`src/design/barr_pkg.sv`:
```
// Shared types and constants for the bit array range rotate block.
`default_nettype none

package barr_pkg;

  // Fixed field widths
  localparam int CmdW  = 2;
  localparam int IdxW  = 10;
  localparam int LenW  = 11;
  localparam int AmtW  = 16;
  localparam int SizeW = 12;

  // Command codes
  typedef enum logic [CmdW-1:0] {
    CMD_READ   = 2'd0,
    CMD_WRITE  = 2'd1,
    CMD_ROTATE = 2'd2
  } cmd_e;

  // Status codes
  localparam logic STAT_OK     = 1'b0;
  localparam logic STAT_BOUNDS = 1'b1;

  // Sequencer states
  typedef enum logic [3:0] {
    ST_CLEAR,
    ST_IDLE,
    ST_BIT_RMW,
    ST_MOD,
    ST_CP_RD,
    ST_CP_WR,
    ST_WB_RD,
    ST_WB_WR,
    ST_FINISH
  } state_e;

  // Input request payload
  typedef struct packed {
    logic [CmdW-1:0]        cmd;
    logic [IdxW-1:0]        bit_pos;
    logic                   bit_value;
    logic [IdxW-1:0]        range_start;
    logic [LenW-1:0]        range_length;
    logic signed [AmtW-1:0] right_amount;
  } in_req_t;

  // Result payload
  typedef struct packed {
    logic read_bit;
    logic status;
  } out_rsp_t;

  // Remainder unit control
  typedef struct packed {
    logic            start;
    logic [AmtW-1:0] dividend;
    logic [LenW-1:0] divisor;
  } mod_req_t;

  typedef struct packed {
    logic            done;
    logic [LenW-1:0] rem;
  } mod_rsp_t;

endpackage

`default_nettype wire

```
`src/design/barr_mod_unit.sv`:
```
// Iterative remainder unit: one dividend bit per cycle, shared compare and subtract.
`default_nettype none

module barr_mod_unit (
  input  wire logic              clk_i,
  input  wire logic              rst_ni,
  input  wire barr_pkg::mod_req_t req_i,
  output barr_pkg::mod_rsp_t      rsp_o
);

  localparam int CntW = $clog2(barr_pkg::AmtW + 1);

  logic                       busy_q, busy_d;
  logic [CntW-1:0]            cnt_q, cnt_d;
  logic [barr_pkg::AmtW-1:0]  dvd_q, dvd_d;
  logic [barr_pkg::LenW-1:0]  dvs_q, dvs_d;
  logic [barr_pkg::LenW-1:0]  rem_q, rem_d;
  logic                       done_q, done_d;
  logic [barr_pkg::LenW:0]    trial;
  logic [barr_pkg::LenW:0]    diff;

  // Shift in the next dividend bit and subtract the divisor when it fits
  assign trial = {rem_q, dvd_q[barr_pkg::AmtW-1]};
  assign diff  = trial - {1'b0, dvs_q};

  always_comb begin
    busy_d = busy_q;
    cnt_d  = cnt_q;
    dvd_d  = dvd_q;
    dvs_d  = dvs_q;
    rem_d  = rem_q;
    done_d = 1'b0;
    if (req_i.start) begin
      busy_d = 1'b1;
      cnt_d  = '0;
      dvd_d  = req_i.dividend;
      dvs_d  = req_i.divisor;
      rem_d  = '0;
    end else if (busy_q) begin
      if (trial >= {1'b0, dvs_q}) begin
        rem_d = diff[barr_pkg::LenW-1:0];
      end else begin
        rem_d = trial[barr_pkg::LenW-1:0];
      end
      dvd_d = {dvd_q[barr_pkg::AmtW-2:0], 1'b0};
      cnt_d = cnt_q + 1'b1;
      if (cnt_q == CntW'(barr_pkg::AmtW - 1)) begin
        busy_d = 1'b0;
        done_d = 1'b1;
      end
    end
  end

  always_ff @(posedge clk_i or negedge rst_ni) begin
    if (!rst_ni) begin
      busy_q <= 1'b0;
      cnt_q  <= '0;
      done_q <= 1'b0;
    end else begin
      busy_q <= busy_d;
      cnt_q  <= cnt_d;
      done_q <= done_d;
    end
  end

  always_ff @(posedge clk_i) begin
    dvd_q <= dvd_d;
    dvs_q <= dvs_d;
    rem_q <= rem_d;
  end

  assign rsp_o.done = done_q;
  assign rsp_o.rem  = rem_q;

endmodule

`default_nettype wire

```
`src/design/bit_array_range_rotate.sv`:
```
// Top level: bit store with read, write and sub-range rotate commands.
//
// Requests arrive on in_valid_i/in_ready_o carrying in_req_i; each request
// gives exactly one result on out_valid_o/out_ready_i carrying out_rsp_o.
// The size register (array_bits) is written through cfg_valid_i/cfg_ready_o
// with cfg_data_i; its reset value is 1024. The user must write it only while
// the block is idle; the block itself does not enforce this.
// After reset the byte store is swept to zero, one byte a cycle, over all
// (MAX_BITS+7)/8 bytes (128 at the default), during which no request is taken.
// A read or write reads the store at the accepting edge, takes the bit or
// merges and writes it in ST_BIT_RMW, and loads the output register in ST_FINISH.
// A rotate runs the remainder unit on the distance, then copies the range into
// a scratch memory and writes it back rotated, each bit taking a read state
// and a write state in each pass. Out of bounds, empty or unknown requests go
// straight to ST_FINISH, a distance that reduces to zero once the remainder
// unit is done.
// One request is in work at a time; the next may be accepted while the
// previous result still waits in the output register. If the receiver
// stalls, a finished result holds in the sequencer until that register frees.
`default_nettype none

module bit_array_range_rotate #(
  parameter int MAX_BITS = 1024
) (
  input  wire logic               clk_i,
  input  wire logic               rst_ni,
  input  wire logic               cfg_valid_i,
  output logic                    cfg_ready_o,
  input  wire logic [10:0]        cfg_data_i,
  input  wire logic               in_valid_i,
  output logic                    in_ready_o,
  input  wire barr_pkg::in_req_t  in_req_i,
  output logic                    out_valid_o,
  input  wire logic               out_ready_i,
  output barr_pkg::out_rsp_t      out_rsp_o
);

  localparam int StoreBytes = (MAX_BITS + 7) / 8;
  localparam int AddrW      = (StoreBytes > 1) ? $clog2(StoreBytes) : 1;
  localparam int ScrDepth   = (MAX_BITS < 2048) ? MAX_BITS : 2048;
  localparam int ScrW       = $clog2(ScrDepth);
  localparam logic [barr_pkg::SizeW-1:0] CapBits =
    (MAX_BITS > 2047) ? 12'd2047 : 12'(MAX_BITS);

  localparam int LenW = barr_pkg::LenW;

  barr_pkg::state_e   state_q, state_d;
  barr_pkg::in_req_t  req_q, req_d;
  logic               status_q, status_d;
  logic               rbit_q, rbit_d;
  logic [LenW-1:0]    i_q, i_d;
  logic [LenW-1:0]    j_q, j_d;
  logic [AddrW-1:0]   clr_q, clr_d;
  logic [LenW-1:0]    array_bits_q;
  logic               out_valid_q, out_valid_d;
  barr_pkg::out_rsp_t out_rsp_q, out_rsp_d;

  // Store and scratch memories
  logic [7:0]         store_mem [StoreBytes];
  logic [7:0]         store_rdata_q;
  logic               store_rd_en;
  logic [AddrW-1:0]   store_rd_addr;
  logic               store_wr_en;
  logic [AddrW-1:0]   store_wr_addr;
  logic [7:0]         store_wr_data;
  logic               scr_mem [ScrDepth];
  logic               scr_rdata_q;
  logic               scr_rd_en;
  logic               scr_wr_en;
  logic               scr_wr_data;

  barr_pkg::mod_req_t mod_req;
  barr_pkg::mod_rsp_t mod_rsp;

  logic [barr_pkg::SizeW-1:0] size;
  logic [barr_pkg::SizeW-1:0] range_end;
  logic                       idx_oob;
  logic                       in_fire;
  logic                       out_free;
  logic [LenW-1:0]            pos;
  logic [AddrW-1:0]           pos_addr;
  logic [AddrW-1:0]           idx_addr;
  logic [AddrW-1:0]           idx_q_addr;
  logic [LenW-1:0]            rot_k;
  logic [LenW-1:0]            i_inc;
  logic [barr_pkg::AmtW-1:0]  amt_mag;

  barr_mod_unit u_mod (
    .clk_i  (clk_i),
    .rst_ni (rst_ni),
    .req_i  (mod_req),
    .rsp_o  (mod_rsp)
  );

  // Usable size and bounds checks on the incoming request
  always_comb begin
    size = ({1'b0, array_bits_q} < CapBits) ? {1'b0, array_bits_q} : CapBits;
    range_end = {2'b00, in_req_i.range_start} + {1'b0, in_req_i.range_length};
    idx_oob = ({2'b00, in_req_i.bit_pos} >= size);
  end

  assign in_ready_o  = (state_q == barr_pkg::ST_IDLE);
  assign in_fire     = in_valid_i && in_ready_o;
  assign out_free    = !out_valid_q || out_ready_i;
  assign cfg_ready_o = 1'b1;

  // Position of the current bit within the store
  assign pos        = {1'b0, req_q.range_start} + i_q;
  assign i_inc      = i_q + 1'b1;
  assign pos_addr   = AddrW'(pos[LenW-1:3]);
  assign idx_addr   = AddrW'(in_req_i.bit_pos[barr_pkg::IdxW-1:3]);
  assign idx_q_addr = AddrW'(req_q.bit_pos[barr_pkg::IdxW-1:3]);

  // Magnitude of the distance and final rotate amount
  assign amt_mag = in_req_i.right_amount[barr_pkg::AmtW-1] ?
                   (~in_req_i.right_amount + 1'b1) : in_req_i.right_amount;
  always_comb begin
    if (req_q.right_amount[barr_pkg::AmtW-1] && (mod_rsp.rem != '0)) begin
      rot_k = req_q.range_length - mod_rsp.rem;
    end else begin
      rot_k = mod_rsp.rem;
    end
  end

  // Sequencer: next state and memory controls
  always_comb begin
    state_d       = state_q;
    req_d         = req_q;
    status_d      = status_q;
    rbit_d        = rbit_q;
    i_d           = i_q;
    j_d           = j_q;
    clr_d         = clr_q;
    store_rd_en   = 1'b0;
    store_rd_addr = pos_addr;
    store_wr_en   = 1'b0;
    store_wr_addr = pos_addr;
    store_wr_data = store_rdata_q;
    scr_rd_en     = 1'b0;
    scr_wr_en     = 1'b0;
    scr_wr_data   = store_rdata_q[pos[2:0]];
    mod_req.start    = 1'b0;
    mod_req.dividend = amt_mag;
    mod_req.divisor  = in_req_i.range_length;

    case (state_q)
      barr_pkg::ST_CLEAR: begin
        store_wr_en   = 1'b1;
        store_wr_addr = clr_q;
        store_wr_data = '0;
        clr_d         = clr_q + 1'b1;
        if (clr_q == AddrW'(StoreBytes - 1)) begin
          state_d = barr_pkg::ST_IDLE;
        end
      end

      barr_pkg::ST_IDLE: begin
        if (in_fire) begin
          req_d    = in_req_i;
          status_d = barr_pkg::STAT_OK;
          rbit_d   = 1'b0;
          i_d      = '0;
          case (barr_pkg::cmd_e'(in_req_i.cmd))
            barr_pkg::CMD_READ, barr_pkg::CMD_WRITE: begin
              if (idx_oob) begin
                status_d = barr_pkg::STAT_BOUNDS;
                state_d  = barr_pkg::ST_FINISH;
              end else begin
                store_rd_en   = 1'b1;
                store_rd_addr = idx_addr;
                state_d       = barr_pkg::ST_BIT_RMW;
              end
            end
            barr_pkg::CMD_ROTATE: begin
              if (range_end > size) begin
                status_d = barr_pkg::STAT_BOUNDS;
                state_d  = barr_pkg::ST_FINISH;
              end else if (in_req_i.range_length == '0) begin
                state_d = barr_pkg::ST_FINISH;
              end else begin
                mod_req.start = 1'b1;
                state_d       = barr_pkg::ST_MOD;
              end
            end
            default: begin
              status_d = barr_pkg::STAT_BOUNDS;
              state_d  = barr_pkg::ST_FINISH;
            end
          endcase
        end
      end

      barr_pkg::ST_BIT_RMW: begin
        if (barr_pkg::cmd_e'(req_q.cmd) == barr_pkg::CMD_READ) begin
          rbit_d = store_rdata_q[req_q.bit_pos[2:0]];
        end else begin
          store_wr_en   = 1'b1;
          store_wr_addr = idx_q_addr;
          store_wr_data[req_q.bit_pos[2:0]] = req_q.bit_value;
        end
        state_d = barr_pkg::ST_FINISH;
      end

      barr_pkg::ST_MOD: begin
        if (mod_rsp.done) begin
          if (rot_k == '0) begin
            state_d = barr_pkg::ST_FINISH;
          end else begin
            j_d     = req_q.range_length - rot_k;
            state_d = barr_pkg::ST_CP_RD;
          end
        end
      end

      // Copy the range into scratch, one bit per pass
      barr_pkg::ST_CP_RD: begin
        store_rd_en = 1'b1;
        state_d     = barr_pkg::ST_CP_WR;
      end

      barr_pkg::ST_CP_WR: begin
        scr_wr_en = 1'b1;
        if (i_inc == req_q.range_length) begin
          i_d     = '0;
          state_d = barr_pkg::ST_WB_RD;
        end else begin
          i_d     = i_inc;
          state_d = barr_pkg::ST_CP_RD;
        end
      end

      // Write the rotated bits back with a read-modify-write per bit
      barr_pkg::ST_WB_RD: begin
        store_rd_en = 1'b1;
        scr_rd_en   = 1'b1;
        state_d     = barr_pkg::ST_WB_WR;
      end

      barr_pkg::ST_WB_WR: begin
        store_wr_en = 1'b1;
        store_wr_data[pos[2:0]] = scr_rdata_q;
        if ((j_q + 1'b1) == req_q.range_length) begin
          j_d = '0;
        end else begin
          j_d = j_q + 1'b1;
        end
        i_d = i_inc;
        if (i_inc == req_q.range_length) begin
          state_d = barr_pkg::ST_FINISH;
        end else begin
          state_d = barr_pkg::ST_WB_RD;
        end
      end

      barr_pkg::ST_FINISH: begin
        if (out_free) begin
          state_d = barr_pkg::ST_IDLE;
        end
      end

      default: begin
        state_d = barr_pkg::ST_IDLE;
      end
    endcase
  end

  // Output register: load on finish, drop on handshake
  always_comb begin
    out_valid_d = out_valid_q;
    out_rsp_d   = out_rsp_q;
    if (out_valid_q && out_ready_i) begin
      out_valid_d = 1'b0;
    end
    if ((state_q == barr_pkg::ST_FINISH) && out_free) begin
      out_valid_d        = 1'b1;
      out_rsp_d.read_bit = rbit_q;
      out_rsp_d.status   = status_q;
    end
  end

  assign out_valid_o = out_valid_q;
  assign out_rsp_o   = out_rsp_q;

  // Control registers
  always_ff @(posedge clk_i or negedge rst_ni) begin
    if (!rst_ni) begin
      state_q      <= barr_pkg::ST_CLEAR;
      clr_q        <= '0;
      out_valid_q  <= 1'b0;
      array_bits_q <= 11'd1024;
    end else begin
      state_q     <= state_d;
      clr_q       <= clr_d;
      out_valid_q <= out_valid_d;
      if (cfg_valid_i && cfg_ready_o) begin
        array_bits_q <= cfg_data_i;
      end
    end
  end

  // Payload registers
  always_ff @(posedge clk_i) begin
    req_q     <= req_d;
    status_q  <= status_d;
    rbit_q    <= rbit_d;
    i_q       <= i_d;
    j_q       <= j_d;
    out_rsp_q <= out_rsp_d;
  end

  // Byte store: one write and one registered read per cycle
  always_ff @(posedge clk_i) begin
    if (store_wr_en) begin
      store_mem[store_wr_addr] <= store_wr_data;
    end
    if (store_rd_en) begin
      store_rdata_q <= store_mem[store_rd_addr];
    end
  end

  // Scratch bit memory for the range being rotated
  always_ff @(posedge clk_i) begin
    if (scr_wr_en) begin
      scr_mem[i_q[ScrW-1:0]] <= scr_wr_data;
    end
    if (scr_rd_en) begin
      scr_rdata_q <= scr_mem[j_q[ScrW-1:0]];
    end
  end

endmodule

`default_nettype wire

```
`config.mk`:
```
export PLATFORM = sky130hd
export DESIGN_NAME = bit_array_range_rotate
export DESIGN_NICKNAME = d
export VERILOG_FILES = /design/src/design/barr_pkg.sv /design/src/design/barr_mod_unit.sv /design/src/design/bit_array_range_rotate.sv
export SDC_FILE = /design/constraint.sdc
export NUM_CORES = 2
export LEC_CHECK = 0
export BUFFER_PORTS_ARGS = -buffer_cell sky130_fd_sc_hd__buf_2
export CORE_MARGIN = 5
export CORE_UTILIZATION = 46
export CTS_BUF_LIST = sky130_fd_sc_hd__clkbuf_4 sky130_fd_sc_hd__clkbuf_8
export DETAILED_ROUTE_END_ITERATION = 10
export SLEW_MARGIN = 20
export SYNTH_ARGS = -nofsm -noshare
export SYNTH_HDL_FRONTEND = slang
export SYNTH_HIERARCHICAL = 1
export SYNTH_SLANG_ARGS = --single-unit
```
`constraint.sdc`:
```
create_clock -name clk_i -period 42.4 [get_ports clk_i]
set_input_delay 6.36 -clock clk_i [delete_from_list [all_inputs] [get_ports clk_i]]
set_output_delay 6.36 -clock clk_i [all_outputs]
set_load 0.01 [all_outputs]
```
==> metrics.txt <==
R2R cell count 17; post-synthesis sequential area ratio 68.7%; total gr overflow 0; RSZ-0062 raised after global routing no; die area 216,000 um2; share of cells above drive strength 1 17.5%; clock sink total 2,186; Mapped Nets 6,914; largest net degree at the start of global routing 311; hold path depth 0; Residual DRC 0; worst vdd ir 121 uV; PostCTS Resize Cnt 0; CTS root buffer clkbuf_8; Worst path slowest cell buf_4; Fmax 0.0819 GHz; Worst-Margin Slew 1.20 ns; outcome completed; synth-to-layout area growth 10.1%; Crit Path Max Fanout 104; number of synthesized flops with an enable pin 2,145; Post-CTS Setup Bufs 0; Hold WS 0.431 ns; PortBufs 69; crit start category primary input; top cell type's share of synthesized area 67.6%; Yosys reg bits 2,186; TritonCTS clock tree built; Final ANT Viol Nets 0; crit path DAT 12.96 ns; hold_buf cts 0; CTS Buf Count 373; Vias per Instance 6.04; worst setup margin 30.19 ns; count of final max-slew check failures 0; Distinct cells, synth 92; total number of vias 59,000; worst path bufs/invs 5; dpl ws 29.25 ns; Post-DP Area 97,800 um2; Initial Util 46.1%; post-synthesis cell area 95,200 um2; post-synthesis async set-or-reset flop share 1.37%; area leader, netlist edfxtp_1; most numerous cell in the Yosys netlist edfxtp_1; reg2reg setup slack 34.64 ns; number of I/O pins 71; fin crit share 28.8%; critical path's largest stage delay 0.84 ns; Final #Nets 6,951; critical path's top delay family buffers and inverters; Post-Synth Simple-Gate Area 11.2%; warnings from Yosys 6; drt initial violations 7,034; Top FF cell, synth edfxtp_1; CP Capture Type register; Pwr Density 77.3 nW/um2; CTS clk-pin slew, worst paths 0.06 ns; drt wl/cell 27.0 um; GRT Util Overall 24.0%; Synth Instances 6,764; Clk Latency, worst-skew pair 1.10 ns; DP Wirelength 151,000 um; Synth Area in Adders 1.14%; R2R Path End store_rdata_q[3]$_DFFE_PP_; Post-Synth XOR/XNOR Area 0.828%; drt pass-1 iters 6; die width 465 um; Placed Cells 9,128; H-tree Lvls 5; Final Skew 0.101 ns; hold path endpoint out_rsp_o[0]$_DFFE_PP_; Sum Neg Setup Slack 0 ns; initial antenna violation count 3; fin cells 9,777; Util after Layout 50.8%; core box area 206,000 um2; Synth Area in Compound Gates 5.99%; first-pass GRT wire length 388,000 um; top cells by area in the synthesized netlist edfxtp_1 68%, mux4_2 8.3%, nor2_1 5.0%; Final Power 8.10 mW; largest family of logic cells by synthesized area simple AND/OR/NAND/NOR gates; Die H 465 um; Setup-failing EPs final 0; minimum clock period 12.21 ns; Final Hold Violating Endpoints 0; final WL 264,000 um; post-synthesis mux area share 9.50%; vias in the first global route 58,000; Synth top cells by count 2,145 x edfxtp_1, 1,268 x nor2_1, 728 x nand2_1, 351 x mux4_2, 326 x clkbuf_1; Row Count 167; mean post-synth cell area 14.1 um2; Crit path top cell by count buf_4; Hold Startpoint status_q$_DFFE_PP_; CTS Buffer Depth 4; worst hold path type register to register; max cap viols 0; Critical Path RT 43.15 ns; critical path class primary input to register; GP Congestion 0.861; reg2reg start i_q[0]$_DFFE_PP_; fin area 105,000 um2; crit-path cells buf_2, ha_1, and3_1, and3_1, a2111oi_2, nor2_4, buf_4, nand2_8, buf_4, buf_4, buf_4, mux2_2, o21ai_0, a21boi_0, o22ai_1, a211oi_1, nand4bb_1; Leak 33.5 nW; slew margin rel. 20.0%
-- where the power goes --
| part | internal [mW] | switching, mW |
|---|---|---|
| sequential | 3.22 | 0.0769 |
| clock | 0.959 | 0.832 |
| combinational | 0.708 | 2.30 |
-- per-layer routing --
| metal | up-vias | routed length [um] | part of all wire (%) | global-route usage (%) |
|---|---|---|---|---|
| met1 | 30200 | 104000 | 39 | 32.2 |
| met5 | - | 0 | 0 | 0 |
| met2 | 2643 | 129000 | 49 | 39.6 |
| met4 | 0 | 9500 | 3.6 | 8.59 |
| li1 | 25600 | - | - | - |
| met3 | 551 | 21000 | 8.0 | 4.08 |
-- worst register-to-register path, delay by kind of cell, from the launching register on --
family / cells / cell delay [ns]
muxes: 1 / 0.52
and+or+nand+nor: 4 / 1.28
adders and majority gates: 2 / 0.76
buffers and inverters: 4 / 2.79
DFF: 1 / 0.54
AOI/OAI and AO/OA: 6 / 1.57
-- how the worst max path moves through the flow --
| stage | from | to | slack [ns] | cells after the start |
|---|---|---|---|---|
| detailed placement | in_req_i[43] | store_rdata_q[3]$_DFFE_PP_ | 29.25 | 17 |
| global placement | in_req_i[43] | store_rdata_q[3]$_DFFE_PP_ | 29.27 | 17 |
| CTS | in_req_i[43] | store_rdata_q[3]$_DFFE_PP_ | 30.35 | 17 |
| floorplan | i_q[0]$_DFFE_PP_ | scr_mem[0]$_DFFE_PP_ | 19.21 | 6 |
| global route | in_req_i[43] | store_rdata_q[3]$_DFFE_PP_ | 30.00 | 17 |
| finish | in_req_i[43] | store_rdata_q[3]$_DFFE_PP_ | 30.19 | 17 |
-- layout by cell type (no fill, tap or decap), types with 27 or more instances in the layout --
| cell type | n |
|---|---|
| edfxtp_1 | 2145 |
| nor2_1 | 1263 |
| nand2_1 | 677 |
| clkbuf_8 | 388 |
| mux4_2 | 351 |
| nand3_1 | 214 |
| a21oi_1 | 173 |
| and3_1 | 123 |
| clkbuf_4 | 123 |
| a211oi_1 | 109 |
| buf_4 | 107 |
| clkinv_1 | 96 |
| o21ai_0 | 94 |
| ha_1 | 79 |
| mux2i_1 | 69 |
| a311oi_1 | 69 |
| buf_2 | 69 |
| a31oi_1 | 64 |
| inv_1 | 63 |
| nor3_1 | 53 |
| nand2_2 | 50 |
| xnor2_1 | 50 |
| a22oi_1 | 40 |
| xor2_1 | 40 |
| a32oi_1 | 36 |
| mux2_2 | 35 |
| dfrtp_1 | 29 |
| clkinv_2 | 29 |
| nand4_1 | 28 |
| o22ai_1 | 27 |
-- cells by family (layout without fill, tap and decap cells) --
kind of cell,Yosys count,count (layout)
and+or+nand+nor,2538,2538
DFF,2186,2186
AOI/OAI and AO/OA,815,815
buffers and inverters,590,893
muxes,460,460
xor gates and xnor gates,90,90
adders and majority gates,84,84
other,1,7
-- cell type report --
class	instances	area (um2)
Antenna cell	6	15.0
Clock buffer	511	6260
Clock inverter	130	593
Fill cell	17600	102000
Inverter	66	250
Multi-Input combinational cell	3988	27600
Sequential cell	2186	65400
Tap cell	2704	3380
Timing Repair Buffer	186	1360
-- sequential cells by signal (all words and copies together) (netlist names), 2 cells and up --
name           cells
u_mod/rem_q       11
scr_mem         1024
clr_q              7
idx_q_addr         7
j_q               11
u_mod/dvd_q       16
u_mod/cnt_q        5
state_q            4
store_rdata_q      8
i_q               11
store_mem       1024
req_q             28
out_rsp_o          2
array_bits_q      11
u_mod/dvs_q       11
No activity file was read; power rests on OpenSTA's default activity.
